$ cat config.mk
export PLATFORM = sky130hd
export DESIGN_NAME = console_line_editor_top
export DESIGN_NICKNAME = d
export VERILOG_FILES = /design/src/rtl/core/cle_pkg.sv /design/src/rtl/core/console_line_editor_top.sv
export SDC_FILE = /design/constraint.sdc
export NUM_CORES = 1
export LEC_CHECK = 0
export BUFFER_PORTS_ARGS = -buffer_cell sky130_fd_sc_hd__buf_2
export CAP_MARGIN = 20
export CORE_MARGIN = 3
export CORE_UTILIZATION = 30
export DETAILED_ROUTE_END_ITERATION = 6
export GPL_TIMING_DRIVEN = 1
export MAX_ROUTING_LAYER = met4
export SYNTH_ARGS = -nofsm -noshare
export SYNTH_HDL_FRONTEND = slang
export SYNTH_SLANG_ARGS = --single-unit
$ cat constraint.sdc
create_clock -name clk -period 10.4 [get_ports clk]
set_clock_uncertainty 0.05 [all_clocks]
set_input_delay 1.04 -clock clk [delete_from_list [all_inputs] [get_ports clk]]
set_output_delay 1.04 -clock clk [all_outputs]
set_load 0.02 [all_outputs]
$ cat src/rtl/core/cle_pkg.sv
// Console line editor package: event codes, control byte codes and defaults.
// Used by console_line_editor_top; depends on nothing.
package cle_pkg;

	localparam int LINE_MAX_DEF = 128;
	localparam logic [7:0] BUF_SIZE_RST = 8'd128;

	localparam int BYTE_W = 8;
	localparam int IDX_W = 7;
	localparam int CNT_W = 7;

	// Control bytes seen on the console
	localparam logic [7:0] CH_LF = 8'h0a;
	localparam logic [7:0] CH_CR = 8'h0d;
	localparam logic [7:0] CH_BS = 8'h08;
	localparam logic [7:0] CH_KILL = 8'h15;
	localparam logic [7:0] CH_SPEC_LO = 8'hfe;
	localparam logic [7:0] CH_SPEC_HI = 8'hff;
	localparam logic [7:0] CH_PRINT_LO = 8'h20;
	localparam logic [7:0] CH_DEL = 8'h7f;

	typedef enum logic [0:0] {
		REQ_RX = 1'b0,
		REQ_READ = 1'b1
	} req_t;

	typedef enum logic [2:0] {
		EV_ECHO = 3'd0,
		EV_ERASE = 3'd1,
		EV_DONE = 3'd2,
		EV_SPECIAL = 3'd3,
		EV_READ = 3'd4
	} event_t;

endpackage

$ cat src/rtl/core/console_line_editor_top.sv
// Console line editor: builds one line from received console bytes in a byte store.
// Each result is registered and valid in the cycle after its request is taken; one
// request per cycle unless a result is stalled. The store is one synchronous memory
// with a single write and a single read per cycle; the fill count lives in a register.
// Reset (arst_n, async) clears the fill count, the output stage and sets buffer_size 128;
// the store itself is not cleared and reads undefined until written.
module console_line_editor_top #(
	parameter int LINE_MAX = cle_pkg::LINE_MAX_DEF
) (
	input  logic        clk,
	input  logic        arst_n,
	// config: buffer_size
	input  logic        cfg_we,
	input  logic [7:0]  cfg_data,
	// request side
	input  logic        s_tvalid,
	output logic        s_tready,
	input  logic [15:0] s_tdata,   // [7:0] rx_byte, [14:8] read_index, [15] zero
	input  logic [0:0]  s_tuser,   // [0] req_type
	// result side
	output logic        m_tvalid,
	input  logic        m_tready,
	output logic [23:0] m_tdata,   // [7:0] out_byte, [14:8] erase_count, [21:15] line_length
	output logic [2:0]  m_tuser    // [2:0] event_res
);
	import cle_pkg::*;

	localparam int DEPTH = (LINE_MAX < 128) ? LINE_MAX : 128;
	localparam int AW = $clog2(DEPTH);
	localparam logic [7:0] DEPTH_B = 8'(DEPTH);

	logic [BYTE_W-1:0] line_mem [DEPTH];

	logic [7:0]       buf_size_q;
	logic [CNT_W-1:0] fill_q;
	logic [CNT_W-1:0] fill_d;

	logic             valid_s1;
	event_t           ev_s1;
	logic [7:0]       ob_s1;
	logic [CNT_W-1:0] ec_s1;
	logic [CNT_W-1:0] ll_s1;
	logic             rd_ok_s1;
	logic [7:0]       rd_data_s1;

	logic             accept;
	logic [7:0]       rx_byte;
	logic [IDX_W-1:0] read_index;
	req_t             req;

	event_t           ev_d;
	logic [7:0]       ob_d;
	logic [CNT_W-1:0] ec_d;
	logic [CNT_W-1:0] ll_d;
	logic             wr_en;
	logic [AW-1:0]    wr_addr;
	logic [7:0]       wr_data;
	logic             rd_ok;
	logic [7:0]       lim;
	logic [7:0]       cap;
	logic             printable;

	assign rx_byte = s_tdata[7:0];
	assign read_index = s_tdata[14:8];
	assign req = req_t'(s_tuser[0]);

	assign s_tready = !valid_s1 || m_tready;
	assign accept = s_tvalid && s_tready;

	// kept bytes: min(buffer_size, store depth) - 1, or 0 when that min is 0
	assign lim = (buf_size_q > DEPTH_B) ? DEPTH_B : buf_size_q;
	assign cap = (lim == 8'd0) ? 8'd0 : lim - 8'd1;
	assign printable = (rx_byte >= CH_PRINT_LO) && (rx_byte < CH_DEL);
	assign rd_ok = ({1'b0, read_index} < DEPTH_B);

	always_comb begin
		ev_d = EV_ECHO;
		ob_d = '0;
		ec_d = '0;
		ll_d = '0;
		fill_d = fill_q;
		wr_en = 1'b0;
		wr_addr = fill_q[AW-1:0];
		wr_data = rx_byte;
		if (req == REQ_READ) begin
			ev_d = EV_READ;
		end else if (rx_byte == CH_LF || rx_byte == CH_CR) begin
			ev_d = EV_DONE;
			ll_d = fill_q;
			fill_d = '0;
		end else if (rx_byte == CH_BS) begin
			ev_d = EV_ERASE;
			ec_d = CNT_W'(1);
			if (fill_q != '0) begin
				fill_d = fill_q - CNT_W'(1);
			end
		end else if (rx_byte == CH_KILL) begin
			ev_d = EV_ERASE;
			ec_d = fill_q;
			fill_d = '0;
		end else if (rx_byte == CH_SPEC_LO || rx_byte == CH_SPEC_HI) begin
			ev_d = EV_SPECIAL;
			ob_d = rx_byte;
			ll_d = CNT_W'(1);
			fill_d = '0;
			wr_en = 1'b1;
			wr_addr = '0;
		end else begin
			ev_d = EV_ECHO;
			ob_d = rx_byte;
			if (printable && ({1'b0, fill_q} < cap)) begin
				wr_en = 1'b1;
				fill_d = fill_q + CNT_W'(1);
			end
		end
	end

	always_ff @(posedge clk or negedge arst_n) begin
		if (!arst_n) begin
			buf_size_q <= BUF_SIZE_RST;
		end else if (cfg_we) begin
			buf_size_q <= cfg_data;
		end
	end

	always_ff @(posedge clk or negedge arst_n) begin
		if (!arst_n) begin
			fill_q <= '0;
			valid_s1 <= 1'b0;
		end else begin
			if (accept) begin
				fill_q <= fill_d;
				valid_s1 <= 1'b1;
			end else if (m_tready) begin
				valid_s1 <= 1'b0;
			end
		end
	end

	always_ff @(posedge clk) begin
		if (accept) begin
			ev_s1 <= ev_d;
			ob_s1 <= ob_d;
			ec_s1 <= ec_d;
			ll_s1 <= ll_d;
			rd_ok_s1 <= rd_ok;
		end
	end

	// store: one write, one registered read per cycle; a write lands at the edge that takes its
	// request, before any later request can read it, so no forwarding is needed
	always_ff @(posedge clk) begin
		if (accept && wr_en) begin
			line_mem[wr_addr] <= wr_data;
		end
		if (accept && req == REQ_READ) begin
			rd_data_s1 <= line_mem[read_index[AW-1:0]];
		end
	end

	assign m_tvalid = valid_s1;
	assign m_tuser = ev_s1;
	assign m_tdata = {2'b00, ll_s1, ec_s1,
		(ev_s1 == EV_READ) ? (rd_ok_s1 ? rd_data_s1 : 8'h00) : ob_s1};

	// fill count never points past the last store entry
	a_fill_range: assert property (@(posedge clk) disable iff (!arst_n)
		{1'b0, fill_q} < DEPTH_B + 8'd0 || DEPTH == 128)
		else $error("fill count beyond store");

	// a line kill empties the line and reports it as an erase
	a_kill: assert property (@(posedge clk) disable iff (!arst_n)
		accept && req == REQ_RX && rx_byte == CH_KILL |=>
		fill_q == '0 && m_tvalid && m_tuser == EV_ERASE)
		else $error("kill did not clear line");

	// a read request leaves the line untouched
	a_read_no_state: assert property (@(posedge clk) disable iff (!arst_n)
		accept && req == REQ_READ |=> fill_q == $past(fill_q))
		else $error("read changed fill count");

	// requests are held off only by a stalled result
	a_ready: assert property (@(posedge clk) disable iff (!arst_n)
		!s_tready |-> m_tvalid && !m_tready)
		else $error("ready dropped without stall");

endmodule

==> load_flow_metrics.sql <==
INSERT INTO impl_metrics (metric_group, metric, value, unit) VALUES
('drt', 'detailedRoute.firstIterationViolations', '2230', ''),
('power', 'internal_power', '0.007078', 'W'),
('critical_path', 'path_delay_family', 'simple AND/OR/NAND/NOR gates', ''),
('cts', 'cts_hold_repair.buffers', '0', ''),
('grt', 'first_global_vias', '21316', ''),
('power', 'power.share.combinational', '5.8', '%'),
('timing', 'max_slew.worst_pin.slew', '1.139', 'ns'),
('synthesis', 'synth_sequential_area_ratio', '75.43', '%'),
('cts', 'post_cts.resized_instances', '0', ''),
('timing', 'timing.fmax', '0.2056', 'GHz'),
('power', 'power.share.switching', '21.12', '%'),
('cts', 'cts-root-to-sink-buffers', '3', ''),
('timing', 'slew-limit-headroom', '23.72', '%'),
('finish', 'syn2layout_area_growth', '13.24', '%'),
('drt', 'route.detailed.drc', '3', ''),
('power', 'peakVddDrop', '128.6', 'uV'),
('timing', 'layout_worst_path_cycle_share', '46.76', '%'),
('power', 'total_switching_power', '0.001895', 'W'),
('floorplanning', 'start_util', '30.39', '%'),
('floorplanning', 'fp.coreArea', '0.1402', 'mm2'),
('synthesis', 'number_of_enable_flip_flop_cells_after_synthesis', '1057', ''),
('cts', 'clkTransAtPathRegs', '0.07', 'ns'),
('cts', 'cts_root_buf', 'clkbuf_16', ''),
('cts', 'cts-htree-levels', '3', ''),
('critical_path', 'slowest_delay', '0.84', 'ns'),
('synthesis', 'yosys_most_used_dff', 'edfxtp_1', ''),
('drt', 'first_pass_detailed_route_iteration_total', '7', ''),
('floorplanning', 'ios', '59', ''),
('critical_path', 'critical-path-top-cell-by-count', 'buf_4', ''),
('critical_path', 'timing.critical_path.slowest_stage_cell', 'nor4_4', ''),
('drt', 'totalWireLength', '99160', 'um'),
('synthesis', 'ys_ff_latch', '1073', ''),
('drt', 'via_per_inst', '5.028', ''),
('power', 'pwr-share-seq', '53.4', '%'),
('grt', 'global_route.overflow_total', '0', ''),
('placed_design', 'buffer_ports.inserted', '55', ''),
('timing', 'slew_violations', '0', ''),
('cts', 'clock_sink_count', '1073', ''),
('grt', 'grt_util_all_layers', '13.70', '%'),
('critical_path', 'timing.critical_path.cells', 'buf_4, buf_4, or3_1, nor2b_1, nor4_4, nand3_4, nor2_1', ''),
('critical_path', 'cp.buffers_inverters', '2', ''),
('critical_path', 'worst_setup_path_end_kind', 'flip-flop', ''),
('floorplanning', 'die_h', '382.9', 'um'),
('timing', 'layout_min_cycle_time', '4.863', 'ns'),
('critical_path', 'critical_path_peak_fanout', '88', ''),
('synthesis', 'combined_area_of_all_synthesized_cells', '0.04261', 'mm2'),
('finish', 'stdcell_area', '0.04826', 'mm2'),
('synthesis', 'ys_types', '72', ''),
('hold_path', 'min_path_type', 'in2async', ''),
('power', 'pwr-share-clk', '40.9', '%'),
('synthesis', 'async_reset_ff_share', '1.491', '%'),
('finish', 'finalNetCount', '2264', ''),
('critical_path', 'arrival', '5.11', 'ns'),
('critical_path', 'crit-reg2reg-capture', 'line_mem[73][5]', ''),
('power', 'power_density', '185.9', 'mW/mm2'),
('timing', 'totalNegativeSetupSlack', '0', 'ns'),
('synthesis', 'syn-mean-instance-area', '19.69', 'um2'),
('floorplanning', 'num_rows', '137', ''),
('grt', 'grt_max_degree', '143', ''),
('outcome', 'run_status', 'complete, but fails checks', ''),
('floorplanning', 'chipWidth', '382.9', 'um'),
('cts', 'numCtsBuffers', '95', ''),
('timing', 'rsz0062_at_grt', 'no', ''),
('grt', 'grt_first_pass_wirelength', '144500', 'um'),
('cts', 'cts_tree', 'built', ''),
('critical_path', 'r2r_cells', '11', ''),
('drt', 'vias', '21005', ''),
('power', 'cellLeakagePower', '14.99', 'nW'),
('synthesis', 'post_synth_inst_count', '2164', ''),
('outcome', 'violations', 'design-rule violations', ''),
('timing', 'timing_hold_violations_final', '0', '');
## per-stage QoR
stage	hold WS (ns)	setup slack [ns]	util [%]	power, W	instances
CTS	0.2103	5.442	34.40	0.009049	4172
global route	0.2597	5.223	34.41	0.009235	4177
detailed placement	0.5048	4.701	32.08	0.005402	3999
global placement	0.4867	4.902	32.08	0.005390	3999
finish	0.2524	5.537	34.42	0.008973	4178
floorplan	0.4644	6.524	-	0.005176	2165
## cell type report
type	count	area [um2]
flip-flops and latches	1073	32140
diodes	2	5.005
repair buffers	90	595.6
fillers	13091	91960
inverters	9	33.78
clock buffers	107	2486
well taps	1876	2347
multi-input cells	955	9884
clock inverters	66	762.0
## synthesized netlist by cell type (23+ instances only)
master / instances / area [um2]
clkbuf_1: 63 / 236.5
nand2_1: 42 / 157.7
a221oi_1: 24 / 210.2
mux2i_1: 129 / 1291
a22oi_1: 89 / 668.1
nor2_1: 145 / 544.3
edfxtp_1: 1057 / 31740
buf_2: 41 / 205.2
nor3_1: 23 / 115.1
nand3_1: 46 / 230.2
mux4_2: 200 / 4504
mux2_2: 25 / 281.5
## power groups by stage
stage	registers [W]	logic, W	clock network (W)
4_1_cts	0.00479	0.000524	0.00374
6_report	0.00479	0.000519	0.00367
5_1_grt	0.00479	0.000555	0.00389
2_1_floorplan	0.00487	0.000306	0
3_5_place_dp	0.00488	0.000522	0
3_3_place_gp	0.00488	0.000512	0
## how the worst max path moves through the flow
stage                             start                to  slack [ns]  depth (start not counted)
final                        s_tdata[6]  line_mem[113][0]        5.54                          7
after global routing      buf_size_q[7]   line_mem[89][3]        5.22                         11
after CTS                    s_tdata[6]   line_mem[31][7]        5.44                          7
after detailed placement     s_tdata[6]   line_mem[31][7]        4.70                          7
after global placement       s_tdata[6]   line_mem[15][2]        4.90                          7
after floorplan           buf_size_q[7]   line_mem[63][0]        6.52                         13
## per-layer routing
metal / part of all wire (%) / routed length, um / up-vias / GRT usage (%)
met1: 41 / 40500 / 11037 / 17.42
li1: - / - / 9043 / -
met5: 0 / 0 / - / -
met3: 6.3 / 6285 / 161 / 2.188
met4: 3.6 / 3575 / 0 / 5.554
met2: 49 / 48810 / 764 / 21.99
## kinds of logic after synthesis
kind of cell,Yosys count,share of synthesized area [%]
DFF,1073,75.43
adders and majority gates,10,0.2936
other,1,0.008800
buffers and inverters,137,1.415
xor gates and xnor gates,5,0.1028
muxes,354,14.26
and+or+nand+nor,365,4.536
AOI/OAI and AO/OA,219,3.955
## sequential cells by signal, indices dropped and copies added (netlist names)
name and cells:
buf_size_q 8, ec_s1 7, fill_q 7, line_mem 1024, ll_s1 7, m_tuser 3
m_tvalid 1, ob_s1 8, rd_data_s1 8
Power figures use the tool's default switching activity.
